--- config.mk ---
export PLATFORM = sky130hd
export DESIGN_NAME = huffman_code_builder_core_flat
export DESIGN_NICKNAME = d
export VERILOG_FILES = /design/src/rtl/core/hcb_pkg.sv /design/src/rtl/core/hcb_if.sv /design/src/rtl/core/huffman_code_builder_core.sv /design/src/flat_wrapper.sv
export SDC_FILE = /design/constraint.sdc
export NUM_CORES = 2
export LEC_CHECK = 0
export BUFFER_PORTS_ARGS = -buffer_cell sky130_fd_sc_hd__buf_4
export CORE_MARGIN = 10
export CORE_UTILIZATION = 55
export CTS_CLUSTER_DIAMETER = 120
export CTS_CLUSTER_SIZE = 24
export DETAILED_ROUTE_END_ITERATION = 12
export PLACE_DENSITY = 0.73
export SLEW_MARGIN = 20
export SYNTH_ARGS = -nofsm -noshare
export SYNTH_HDL_FRONTEND = slang
export SYNTH_SLANG_ARGS = --single-unit
--- constraint.sdc ---
create_clock -name clk -period 5.3 [get_ports clk]
set_input_delay 0.795 -clock clk [delete_from_list [all_inputs] [get_ports clk]]
set_output_delay 0.795 -clock clk [all_outputs]
set_load 0.01 [all_outputs]
--- src/rtl/core/hcb_pkg.sv ---
package hcb_pkg;
  localparam int ALPHABET_DEF = 26;
  localparam int COUNT_BITS_DEF = 24;
  localparam int MAX_CODE_LEN_DEF = 25;
  localparam int SYM_W = 5;
  localparam int CODE_W = 25;
  localparam int LEN_W = 5;
endpackage

--- src/rtl/core/hcb_if.sv ---
interface hcb_in_if #(parameter int COUNT_BITS = hcb_pkg::COUNT_BITS_DEF);
  logic valid;
  logic ready;
  logic [hcb_pkg::SYM_W-1:0] symbol;
  logic [COUNT_BITS-1:0] count;
  logic last;
  modport source (output valid, symbol, count, last, input ready);
  modport sink (input valid, symbol, count, last, output ready);
endinterface

interface hcb_out_if;
  logic valid;
  logic ready;
  logic [hcb_pkg::SYM_W-1:0] code_symbol;
  logic [hcb_pkg::CODE_W-1:0] code_bits;
  logic [hcb_pkg::LEN_W-1:0] code_length;
  logic empty_res;
  logic final_res;
  modport source (output valid, code_symbol, code_bits, code_length, empty_res, final_res,
                  input ready);
  modport sink (input valid, code_symbol, code_bits, code_length, empty_res, final_res,
                output ready);
endinterface

--- src/rtl/core/huffman_code_builder_core.sv ---
// Huffman code builder. Letter words (symbol, count, last) are taken one per
// cycle. Zero counts are dropped, and up to ALPHABET letters are kept in
// arrival order. After the word with last set, the core builds a binary
// min-heap over the leaves, merges the two smallest nodes until one root is
// left, and then walks each leaf up to the root to form its code. One code
// word per letter comes out in arrival order, with the first branch in the
// most significant used bit. A lone letter has length 0, and an empty set
// gives one word with empty_res set. Input is not ready from the word with
// last set until the final code word has been taken.
//
// After loading, all work runs through node memories with registered reads,
// one step a cycle. Each heap level of a sift-down reads the node, compares
// it with the left child and then the right child, and swaps (read, left
// compare, right compare, swap); the sift-down stops at the level where no
// child is smaller. The heap build sifts down each start node, last parent
// first. Each merge decides, pops two nodes with a sift-down each, joins the
// pair, and sifts the new node up before placing it. Each code word walks its
// leaf up to the root, one code bit per parent link, and waits while the
// output is stalled. The time after the last word is set mostly by the heap
// depth and the code lengths.
module huffman_code_builder_core #(
  parameter int ALPHABET = hcb_pkg::ALPHABET_DEF,
  parameter int COUNT_BITS = hcb_pkg::COUNT_BITS_DEF,
  parameter int MAX_CODE_LEN = hcb_pkg::MAX_CODE_LEN_DEF
) (
  input logic clk,
  input logic rst,
  hcb_in_if.sink in_ch,
  hcb_out_if.source out_ch
);
  localparam int NODES = 2 * ALPHABET - 1;
  localparam int NW = $clog2(NODES + 1);
  localparam int HW = $clog2(ALPHABET + 1);
  localparam int LW = $clog2(ALPHABET);
  localparam int WW = COUNT_BITS + $clog2(ALPHABET) + 1;
  localparam int CLW = $clog2(MAX_CODE_LEN + 1);
  localparam int CW = hcb_pkg::CODE_W;
  localparam int LNW = hcb_pkg::LEN_W;

  typedef enum logic [4:0] {
    S_LOAD, S_HEAPIFY, S_SD_C, S_SD_L, S_SD_LC, S_SD_RC, S_SD_SW,
    S_MERGE, S_TAKE, S_SUM, S_SUM_A, S_SUM_B, S_SUM_W, S_UP, S_UP_CMP,
    S_WALK, S_WALK_CHK, S_WALK_RD, S_OUT
  } state_t;

  state_t state;

  // Letter table and heap are small register arrays; node weights and
  // parent links live in memories read one address a cycle.
  logic [hcb_pkg::SYM_W-1:0] sym_mem [ALPHABET];
  logic [NW-1:0] heap [ALPHABET];
  logic [WW-1:0] wt [NODES];
  logic [NW:0] pmem [NODES];

  logic [WW-1:0] wt_q;
  logic [NW:0] pm_q;
  logic wt_we, pm_we;
  logic [NW-1:0] wt_wa, wt_ra, pm_wa;
  logic [WW-1:0] wt_wd;
  logic [NW:0] pm_wd;

  logic [HW-1:0] loaded, n_set, hcnt, n_next;
  logic [NW-1:0] next_node, node_a, node_b, cur_node, root;
  logic [HW-1:0] cur, best, hi, k, pidx;
  logic [HW:0] lchild, rchild;
  logic [WW-1:0] best_w, sum_w;
  logic take_second, sd_merge, take_in;
  logic [CW-1:0] bits;
  logic [CLW-1:0] len;
  logic [NW:0] guard;

  assign lchild = {cur, 1'b1};
  assign rchild = {cur, 1'b0} + (HW+1)'(2);
  assign pidx = (cur - HW'(1)) >> 1;

  // A word with a nonzero count is kept while there is room.
  assign take_in = (in_ch.count != '0) && (loaded < HW'(ALPHABET));
  assign n_next = take_in ? loaded + HW'(1) : loaded;

  // A pending code word holds off loading so that an empty set cannot
  // overwrite it.
  assign in_ch.ready = (state == S_LOAD) && !out_ch.valid;

  always_comb begin
    wt_we = 1'b0;
    wt_wa = NW'(loaded);
    wt_wd = WW'(in_ch.count);
    wt_ra = '0;
    pm_we = 1'b0;
    pm_wa = node_a;
    pm_wd = {1'b0, next_node};
    unique case (state)
      S_LOAD: wt_we = in_ch.valid && in_ch.ready && take_in;
      S_SD_C: wt_ra = heap[LW'(cur)];
      S_SD_L: wt_ra = heap[LW'(lchild)];
      S_SD_LC: wt_ra = heap[LW'(rchild)];
      S_SUM: wt_ra = node_a;
      S_SUM_A: begin
        wt_ra = node_b;
        pm_we = 1'b1;
      end
      S_SUM_B: begin
        pm_we = 1'b1;
        pm_wa = node_b;
        pm_wd = {1'b1, next_node};
      end
      S_SUM_W: begin
        wt_we = 1'b1;
        wt_wa = next_node;
        wt_wd = sum_w;
      end
      S_UP: wt_ra = heap[LW'(pidx)];
      default: ;
    endcase
  end

  always_ff @(posedge clk) begin
    if (wt_we) wt[wt_wa] <= wt_wd;
    wt_q <= wt[wt_ra];
    if (pm_we) pmem[pm_wa] <= pm_wd;
    pm_q <= pmem[cur_node];
  end

  always_ff @(posedge clk) begin
    if (rst) begin
      state <= S_LOAD;
      loaded <= '0;
      hcnt <= '0;
      out_ch.valid <= 1'b0;
    end else begin
      if (out_ch.valid && out_ch.ready) out_ch.valid <= 1'b0;
      unique case (state)
        S_LOAD: begin
          if (in_ch.valid && in_ch.ready) begin
            loaded <= in_ch.last ? '0 : n_next;
            if (take_in) begin
              sym_mem[LW'(loaded)] <= in_ch.symbol;
              heap[LW'(loaded)] <= NW'(loaded);
            end
            if (in_ch.last) begin
              n_set <= n_next;
              hcnt <= n_next;
              next_node <= NW'(n_next);
              hi <= (n_next >= HW'(2)) ? ((n_next - HW'(2)) >> 1) + HW'(1) : '0;
              sd_merge <= 1'b0;
              if (n_next == '0) begin
                // Empty set: a single flagged word, then back to loading.
                out_ch.code_symbol <= '0;
                out_ch.code_bits <= '0;
                out_ch.code_length <= '0;
                out_ch.empty_res <= 1'b1;
                out_ch.final_res <= 1'b1;
                out_ch.valid <= 1'b1;
              end else begin
                state <= S_HEAPIFY;
              end
            end
          end
        end
        S_HEAPIFY: begin
          // Bottom-up build, last parent first.
          if (hi == '0) begin
            sd_merge <= 1'b1;
            state <= S_MERGE;
          end else begin
            hi <= hi - HW'(1);
            cur <= hi - HW'(1);
            state <= S_SD_C;
          end
        end
        S_SD_C: state <= S_SD_L;
        S_SD_L: begin
          best <= cur;
          best_w <= wt_q;
          state <= (lchild < {1'b0, hcnt}) ? S_SD_LC : S_SD_SW;
        end
        S_SD_LC: begin
          if (wt_q < best_w) begin
            best <= HW'(lchild);
            best_w <= wt_q;
          end
          state <= (rchild < {1'b0, hcnt}) ? S_SD_RC : S_SD_SW;
        end
        S_SD_RC: begin
          if (wt_q < best_w) best <= HW'(rchild);
          state <= S_SD_SW;
        end
        S_SD_SW: begin
          if (best == cur) begin
            if (!sd_merge) begin
              state <= S_HEAPIFY;
            end else if (!take_second) begin
              take_second <= 1'b1;
              state <= S_TAKE;
            end else begin
              state <= S_SUM;
            end
          end else begin
            heap[LW'(best)] <= heap[LW'(cur)];
            heap[LW'(cur)] <= heap[LW'(best)];
            cur <= best;
            state <= S_SD_C;
          end
        end
        S_MERGE: begin
          if (hcnt > HW'(1) && next_node < NW'(NODES)) begin
            take_second <= 1'b0;
            state <= S_TAKE;
          end else begin
            root <= heap[0];
            k <= '0;
            state <= S_WALK;
          end
        end
        S_TAKE: begin
          // Pop the top, move the tail to the top and sift it down.
          if (take_second) node_b <= heap[0];
          else node_a <= heap[0];
          heap[0] <= heap[LW'(hcnt - HW'(1))];
          hcnt <= hcnt - HW'(1);
          cur <= '0;
          state <= S_SD_C;
        end
        S_SUM: state <= S_SUM_A;
        S_SUM_A: begin
          sum_w <= wt_q;
          state <= S_SUM_B;
        end
        S_SUM_B: begin
          sum_w <= sum_w + wt_q;
          state <= S_SUM_W;
        end
        S_SUM_W: begin
          cur <= hcnt;
          hcnt <= hcnt + HW'(1);
          state <= S_UP;
        end
        S_UP: begin
          if (cur == '0) begin
            heap[0] <= next_node;
            next_node <= next_node + NW'(1);
            state <= S_MERGE;
          end else begin
            state <= S_UP_CMP;
          end
        end
        S_UP_CMP: begin
          if (sum_w < wt_q) begin
            heap[LW'(cur)] <= heap[LW'(pidx)];
            cur <= pidx;
            state <= S_UP;
          end else begin
            heap[LW'(cur)] <= next_node;
            next_node <= next_node + NW'(1);
            state <= S_MERGE;
          end
        end
        S_WALK: begin
          cur_node <= NW'(k);
          bits <= '0;
          len <= '0;
          guard <= '0;
          state <= S_WALK_CHK;
        end
        S_WALK_CHK: begin
          if (cur_node != root && guard < (NW+1)'(NODES)) state <= S_WALK_RD;
          else state <= S_OUT;
        end
        S_WALK_RD: begin
          // The leaf-side branch lands in bit 0; the length saturates.
          if (len < CLW'(MAX_CODE_LEN)) begin
            bits <= bits | (CW'(pm_q[NW]) << len);
            len <= len + CLW'(1);
          end
          cur_node <= pm_q[NW-1:0];
          guard <= guard + (NW+1)'(1);
          state <= S_WALK_CHK;
        end
        S_OUT: begin
          if (!out_ch.valid) begin
            out_ch.code_symbol <= sym_mem[LW'(k)];
            out_ch.code_bits <= bits;
            out_ch.code_length <= LNW'(len);
            out_ch.empty_res <= 1'b0;
            out_ch.final_res <= (k + HW'(1) == n_set);
            out_ch.valid <= 1'b1;
            k <= k + HW'(1);
            state <= (k + HW'(1) == n_set) ? S_LOAD : S_WALK;
          end
        end
        default: state <= S_LOAD;
      endcase
    end
  end
endmodule

--- src/flat_wrapper.sv ---
// flat-port wrapper written by rule: the top's interface ports become plain ports
module huffman_code_builder_core_flat 
#(
  parameter int ALPHABET = hcb_pkg::ALPHABET_DEF,
  parameter int COUNT_BITS = hcb_pkg::COUNT_BITS_DEF,
  parameter int MAX_CODE_LEN = hcb_pkg::MAX_CODE_LEN_DEF
)
  (clk, rst, in_ch_valid, in_ch_symbol, in_ch_count, in_ch_last, in_ch_ready, out_ch_valid, out_ch_code_symbol, out_ch_code_bits, out_ch_code_length, out_ch_empty_res, out_ch_final_res, out_ch_ready);
  hcb_in_if #(.COUNT_BITS(COUNT_BITS)) in_ch_i ();
  hcb_out_if out_ch_i ();
  input logic clk;
  input logic rst;
  input wire logic [$bits(in_ch_i.valid)-1:0] in_ch_valid;
  input wire logic [$bits(in_ch_i.symbol)-1:0] in_ch_symbol;
  input wire logic [$bits(in_ch_i.count)-1:0] in_ch_count;
  input wire logic [$bits(in_ch_i.last)-1:0] in_ch_last;
  output wire logic [$bits(in_ch_i.ready)-1:0] in_ch_ready;
  output wire logic [$bits(out_ch_i.valid)-1:0] out_ch_valid;
  output wire logic [$bits(out_ch_i.code_symbol)-1:0] out_ch_code_symbol;
  output wire logic [$bits(out_ch_i.code_bits)-1:0] out_ch_code_bits;
  output wire logic [$bits(out_ch_i.code_length)-1:0] out_ch_code_length;
  output wire logic [$bits(out_ch_i.empty_res)-1:0] out_ch_empty_res;
  output wire logic [$bits(out_ch_i.final_res)-1:0] out_ch_final_res;
  input wire logic [$bits(out_ch_i.ready)-1:0] out_ch_ready;
  assign in_ch_i.valid = in_ch_valid;
  assign in_ch_i.symbol = in_ch_symbol;
  assign in_ch_i.count = in_ch_count;
  assign in_ch_i.last = in_ch_last;
  assign in_ch_ready = in_ch_i.ready;
  assign out_ch_valid = out_ch_i.valid;
  assign out_ch_code_symbol = out_ch_i.code_symbol;
  assign out_ch_code_bits = out_ch_i.code_bits;
  assign out_ch_code_length = out_ch_i.code_length;
  assign out_ch_empty_res = out_ch_i.empty_res;
  assign out_ch_final_res = out_ch_i.final_res;
  assign out_ch_i.ready = out_ch_ready;
  huffman_code_builder_core #(.ALPHABET(ALPHABET), .COUNT_BITS(COUNT_BITS), .MAX_CODE_LEN(MAX_CODE_LEN)) u_core (.clk(clk), .rst(rst), .in_ch(in_ch_i), .out_ch(out_ch_i));
endmodule
* Word level (Yosys, flattened, before mapping)
Memories as Yosys holds them, arrays and structs flattened. A register that Yosys moved wholly into a read port is not among the register bits. Cells that the tools add are included.
Word-level totals: flip-flop bits (word level) 207, RAM bits 2173, bits of input ports 34, word-level logic and storage cells 277, memories 4
Memories:
- u_core.wt | depth 51, width 30, read ports 1, clocked after memory_dff 1, wr ports 1, RTL line huffman_code_builder_core.sv:52 | logic [WW-1:0] wt [NODES];
- u_core.pmem | depth 51, width 7, read ports 1, clocked after memory_dff 1, wr ports 1, RTL line huffman_code_builder_core.sv:53 | logic [NW:0] pmem [NODES];
- u_core.heap | depth 26, width 6, read ports 7, clocked after memory_dff 3, wr ports 2, RTL line huffman_code_builder_core.sv:51 | logic [NW-1:0] heap [ALPHABET];
- u_core.sym_mem | depth 26, width 5, read ports 1, clocked after memory_dff 1, wr ports 1, RTL line huffman_code_builder_core.sv:50 | logic [hcb_pkg::SYM_W-1:0] sym_mem [ALPHABET];
Cells by class: add/subtract/negate cells 13, $lt $le $gt $ge 10, equality and inequality tests 39, shift operators 1, muxes and demuxes 130, bitwise operators 7, reduce and logical (&&, ||, !) cells 47
Operators with widths (number):
- $mux W5 | 32
- $mux W25 | 5
- $pmux W30 S2 | 2
- $pmux W25 S2 | 2
- $pmux W5 S18 | 1
- $mux W6 | 11
- $lt A30 B30 Y1 | 2
- $mux W30 | 2
- $pmux W5 S2 | 5
- $mux W1 | 48
- $eq A5 B4 Y1 const B | 8
- $pmux W6 S6 | 1
- $add A30 B30 Y30 | 1
- $pmux W5 S3 | 2
- $or A25 B25 Y25 | 1
- $pmux W5 S5 | 1
- $shl A1 B5 Y25 | 1
- $reduce_bool A24 Y1 | 1
- $add A5 B1 Y5 const B | 4
- $eq A5 B3 Y1 const B | 4
- $logic_not A5 Y1 | 4
- $reduce_and A5 Y1 | 4
- $ne A2 B1 Y1 const B | 9
- $ne A2 B2 Y1 const B | 9
- 38 further kinds | 87

* Logic depth before layout (Yosys ltp)
word-level depth 9, gate-level depth with buffers 22

* Worst setup path after synthesis
No wires, ideal clock.
path type input to register, start in in_ch_count[19], end reg u_core.out_ch.code_bits[0] (enable), arrival 4845 ps, data required time 4812 ps, slack -32 ps, cell stages on the path 7, buffers on the path 1, cells stage by stage nor4_1 -> nand4_1 -> o21a_1 -> clkbuf_1 -> a21oi_1 -> nand4_1 -> a21boi_0
On the way: longest elaborated chain between the ends 6
Ends and longest elaborated chain:
- start: declaration | RTL line flat_wrapper.sv:15 | input wire logic [$bits(in_ch_i.count)-1:0] in_ch_count;
- $reduce_bool A24 Y1 | RTL line huffman_code_builder_core.sv:77 | assign take_in = (in_ch.count != '0) && (loaded < HW'(ALPHABET));
- $logic_and A1 B1 Y1 | RTL line huffman_code_builder_core.sv:77
- $mux W5 | RTL line huffman_code_builder_core.sv:78 | assign n_next = take_in ? loaded + HW'(1) : loaded;
- $logic_not A5 Y1 | RTL line huffman_code_builder_core.sv:146 | if (n_next == '0) begin
- $ne A2 B2 Y1 (no source line)
- $reduce_and A6 Y1 (no source line)
- end signal: assignment | RTL line huffman_code_builder_core.sv:282 | out_ch.code_bits <= bits;
- end: declaration | RTL line hcb_if.sv:19 | modport source (output valid, code_symbol, code_bits, code_length, empty_res, final_res,
No other way between the ends. A chain may end at the register's enable or synchronous reset.

* Final worst setup path
start reg u_core.cur[0], end reg u_core.wt_q[3] (read register of u_core.wt)
On the way: longest elaborated chain between the ends 3, elaborated cells on any way between the ends 4
Ends and longest elaborated chain:
- start: declaration | RTL line huffman_code_builder_core.sv:64 | logic [HW-1:0] cur, best, hi, k, pidx;
- start signal: assignment | RTL line huffman_code_builder_core.sv:167 | cur <= hi - HW'(1);
- start signal: assignment | RTL line huffman_code_builder_core.sv:201 | cur <= best;
- start signal: assignment | RTL line huffman_code_builder_core.sv:234 | cur <= hcnt;
- $add A6 B2 Y6 or $sub A5 B1 Y5 (tied branches) | RTL line huffman_code_builder_core.sv:73, huffman_code_builder_core.sv:74
- $mem_v2 Z26 W6 (*)
- $pmux W6 S6 (*) | RTL line huffman_code_builder_core.sv:92 | unique case (state)
- end: declaration | RTL line huffman_code_builder_core.sv:55 | logic [WW-1:0] wt_q;
Mark *: on every way between the ends. The rest lies on a longest branch, timed or not.

==> results.md <==
Clock network:
- In this run the number of H-tree levels came out at 3.
- After clock tree synthesis, the clock-pin slew on the worst setup and hold paths is 0.10 ns.
- TritonCTS built the clock tree.
- The later pin in the worst-skew pair is clocked with a latency of ~0.84 ns.
- In this run the deepest clock path goes through 3 buffers.
- The clock sink total is 2432.
- The total of hold buffers inserted after clock tree synthesis is 0.
- Buffers inserted during clock tree synthesis total 112.
- The root buffer cell chosen for the clock tree is clkbuf_16.

Yosys:
- The post-synthesis instance area is 106000 µm².
- The post-synthesis sequential element count is 2432.
- The sequential element share of the synthesized area is 68.2%.
- Counting flops with a built-in enable in the synthesized netlist gives 2364.
- In the synthesized netlist, the number of instances is 7154.
- The fraction of post-synthesis cell area in the top cell type by area is 66.9%.
- The most common flop cell mapped by yosys is edfxtp_1.
- The cell taking the most area after synthesis is edfxtp_1.
- In the post-synthesis netlist, the biggest area contributors are edfxtp_1 67%, mux4_2 8.6%, mux2i_1 3.4%.
- The average cell area after synthesis is 14.8 µm².
- The number of nets handed over by synthesis was 7305.
- Counting flops with an async set or reset pin after synthesis yields a share of 0%.
- The number of warnings reported in the yosys synthesis log is 0.
- The count of different cell masters after synthesis is 87.

Floorplanning:
- The die width is around 460 µm.
- The floorplan step defined a die boundary enclosing 211000 µm².
- The number of placement rows is 161.
- After floorplanning, the core was sized to cover between 150000 and 200000 µm².
- 73 I/O pins were placed.
- The height of the chip is 459 µm.
- The starting utilization of the core area is between 50% and 60%.

Detailed routing:
- In this run the remaining antenna-violating nets after routing total 0.
- The first-pass iteration count of the detailed router is 6.
- Summed over all layers, the routed wires come to ~300000 µm.
- After detailed routing, the average wire length per cell comes to 30.5 µm.
- In the routed layout, each cell is associated on average with a via count of 6.69.
- In the routed design, unresolved DRC markers number 0.
- The count of vias placed by the detailed router is 65800.
- The first routing iteration left between 9000 and 10000 violations.

Place:
- The global placer's final weighted congestion is 1.01.
- The cell area after placement is between 100000 and 150000 µm².
- After legalization and detailed placement, the total HPWL measured slightly below 200000 µm.
- Input and output buffers added on the ports amount to 72.

Setup path:
- The critical path start-end classification is flip-flop to flip-flop.
- STA puts the critical path data arrival time at 5.94 ns.
- For the worst setup path, the data required time is 6.03 ns.
- The highest fanout seen on the critical path is 46.
- The worst setup path is launched from a flip-flop.
- STA classifies the critical path endpoint as a flip-flop.

Power:
- Dividing total power by cell area gives a power density of 301 nW/µm².
- For this design the static power due to leakage is 39.4 nW.
- Across the VDD grid, the largest voltage drop is 0.000271 V.

Finish:
- The layout-stage area growth over the synthesis result is 8.46%.
- After routing the design area is 115000 µm².
- The count of nets after finishing is 7366.
- The share of layout cells above drive strength 1 is 15.4%.

STA:
- The final period utilization is 98.2%.
- The worst path needs 5.21 ns of the cycle, external delays included.
- Setup repair after global routing left no endpoint under its margin.
- The number of slew-limit violations in the final report came to 0.
- The maximum clock frequency is just under 200 MHz.
- The clock skew is 0.0852 ns.
- For the pin with the worst max-slew slack, the measured transition is 1.20 ns.
- The final hold violation count was 0.
- The number of setup violations in the final report is 0.
- Measured against its own limit, the worst slew margin works out to 19.9%.
- The final sum of negative setup slack is 0 ns.

Global routing:
- The global-route usage over all layers is 27.8%.
- The number of antenna violations at the first check in global routing is 13.
- The first global-routing pass estimated 435000 µm of wire.
- The total overflow left after global routing is 0.
- Entering global routing, the biggest net connects 84 pins.
- The number of global-route vias before repair is 62700.

Min path:
- The path category of the worst min-delay check is input pin to flip-flop.

Job:
- The count of maximum capacitance violations is 0.

Run status:
- The run finished with clean final reports.
-- cell usage in the layout (no fill, tap or decap), types with 20 or more instances in the layout --
| master | n |
|---|---|
| nand3_1 | 259 |
| nand2_1 | 860 |
| xnor2_1 | 53 |
| nand2b_1 | 35 |
| o22ai_1 | 63 |
| buf_4 | 363 |
| nor2b_1 | 37 |
| a21o_1 | 27 |
| ha_1 | 115 |
| edfxtp_1 | 2364 |
| and2_1 | 52 |
| clkbuf_16 | 113 |
| nor2_1 | 500 |
| a211oi_1 | 53 |
| o211ai_1 | 48 |
| mux4_2 | 405 |
| and3_1 | 36 |
| inv_1 | 121 |
| a22o_1 | 25 |
| buf_12 | 44 |
| mux2_2 | 38 |
| a311oi_1 | 57 |
| nor3_1 | 43 |
| dfxtp_1 | 62 |
| nor2_4 | 54 |
| a21oi_1 | 398 |
| o31ai_1 | 20 |
| xor2_1 | 29 |
| a31oi_1 | 56 |
| or3_1 | 21 |
| mux2i_1 | 357 |
| clkbuf_1 | 85 |
| a22oi_1 | 46 |
| o21ai_0 | 123 |
| a2111oi_0 | 20 |
-- cells in the mapped netlist (all sizes together), types with 44 or more instances --
cell	number
a22oi	46
buf	195
a31oi	57
clkbuf	268
mux2i	357
nor3	44
mux4	405
edfxtp	2364
inv	121
dfxtp	68
a21oi	398
nor2	559
o21ai	139
xnor2	54
o211ai	48
ha	116
o22ai	63
nand3	261
a211oi	54
a311oi	57
and2	60
nand2	886
-- cell type report --
type,count,area [µm²]
fill,14000,77100
sequential,2432,72400
multi-input combinational,4134,32100
timing repair buffer,410,3670
tap,2526,3160
clock buffer,198,3150
inverter,125,469
clock inverter,9,180
antenna,5,12.5
-- kinds of logic after synthesis --
group | synth area share (%)
multiplexers | 12.4
XOR/XNOR | 0.700
flip-flops | 68.2
AO/OA/AOI/OAI | 6.60
AND/OR/NAND/NOR | 8.42
buffers and inverters | 2.35
adder cells (fa/ha/maj) | 1.39
-- layer usage --
layer  vias to the layer above  track usage (%)  part of all wire (%)
met5                         -                0                 0.019
met4                         8             11.0                   4.4
met3                       646             6.63                    13
met2                      4463             41.8                    45
met1                     33100             39.5                    38
li1                      27600                -                     -
-- sequential cells by signal, indices dropped and copies added, names as in the netlist, 25 cells and up, named ones only --
register and count:
u_core.pmem 357, u_core.bits 25, u_core.out_ch.code_bits 25, u_core.wt 1530, u_core.best_w 30, u_core.wt_q 30, u_core.heap 156, u_core.sum_w 30
u_core.sym_mem 130
-- worst paths after layout --
kind	startpoint	endpoint	slack [ns]	cells after the start
max reg2reg	u_core.cur[0]	u_core.wt_q[3]	0.09	17
min	in_ch_last	u_core.loaded[0]	0.34	3
max	u_core.cur[0]	u_core.wt_q[3]	0.09	17
min reg2reg	u_core.hcnt[4]	u_core.hcnt[4]	0.55	2
-- stage by stage --
step                instances  setup WS [ns]  utilization (%)  power, W  hold WS (ns)
floorplan                7154          0.355                -    0.0237         0.456
global placement         9620         -0.274             58.0    0.0249         0.519
detailed placement       9622         -0.240             58.1    0.0249         0.517
CTS                      9829        -0.0320             59.8    0.0346         0.272
global route             9834        0.00382             59.9    0.0356         0.325
finish                   9839         0.0943             59.9    0.0346         0.335
-- power breakdown --
group          switching (W)  internal (W)  leakage [nW]  total, W
combinational        0.00197       0.00119          15.7   0.00316
sequential          0.000324        0.0211          22.1    0.0215
clock                0.00589       0.00411          1.57    0.0100
total                0.00818        0.0264          39.4    0.0346
-- critical path: stages, from the launching register on --
cell and delay (ns):
edfxtp_1 0.41, inv_1 0.10, ha_2 0.51, buf_12 0.22, mux4_2 0.50, mux2_2 0.29, nand3_1 0.08, o311ai_1 0.10
a211oi_1 0.31, buf_4 0.19, and2_4 0.18, buf_4 0.22, buf_12 0.28, mux2i_1 0.23, mux2i_1 0.11, a2111oi_0 0.46
o21ai_1 0.46, and3_1 0.34
-- repair_timing --
| action | CTS | global route |
|---|---|---|
| pin swaps | 0 | 1 |
| endpoints found under the setup margin | 6 | 18 |
| resized for setup | 8 | 10 |
| setup buffers | 0 | 3 |
| endpoints found under the hold margin | 0 | 0 |
Power figures use the tool's default switching activity.
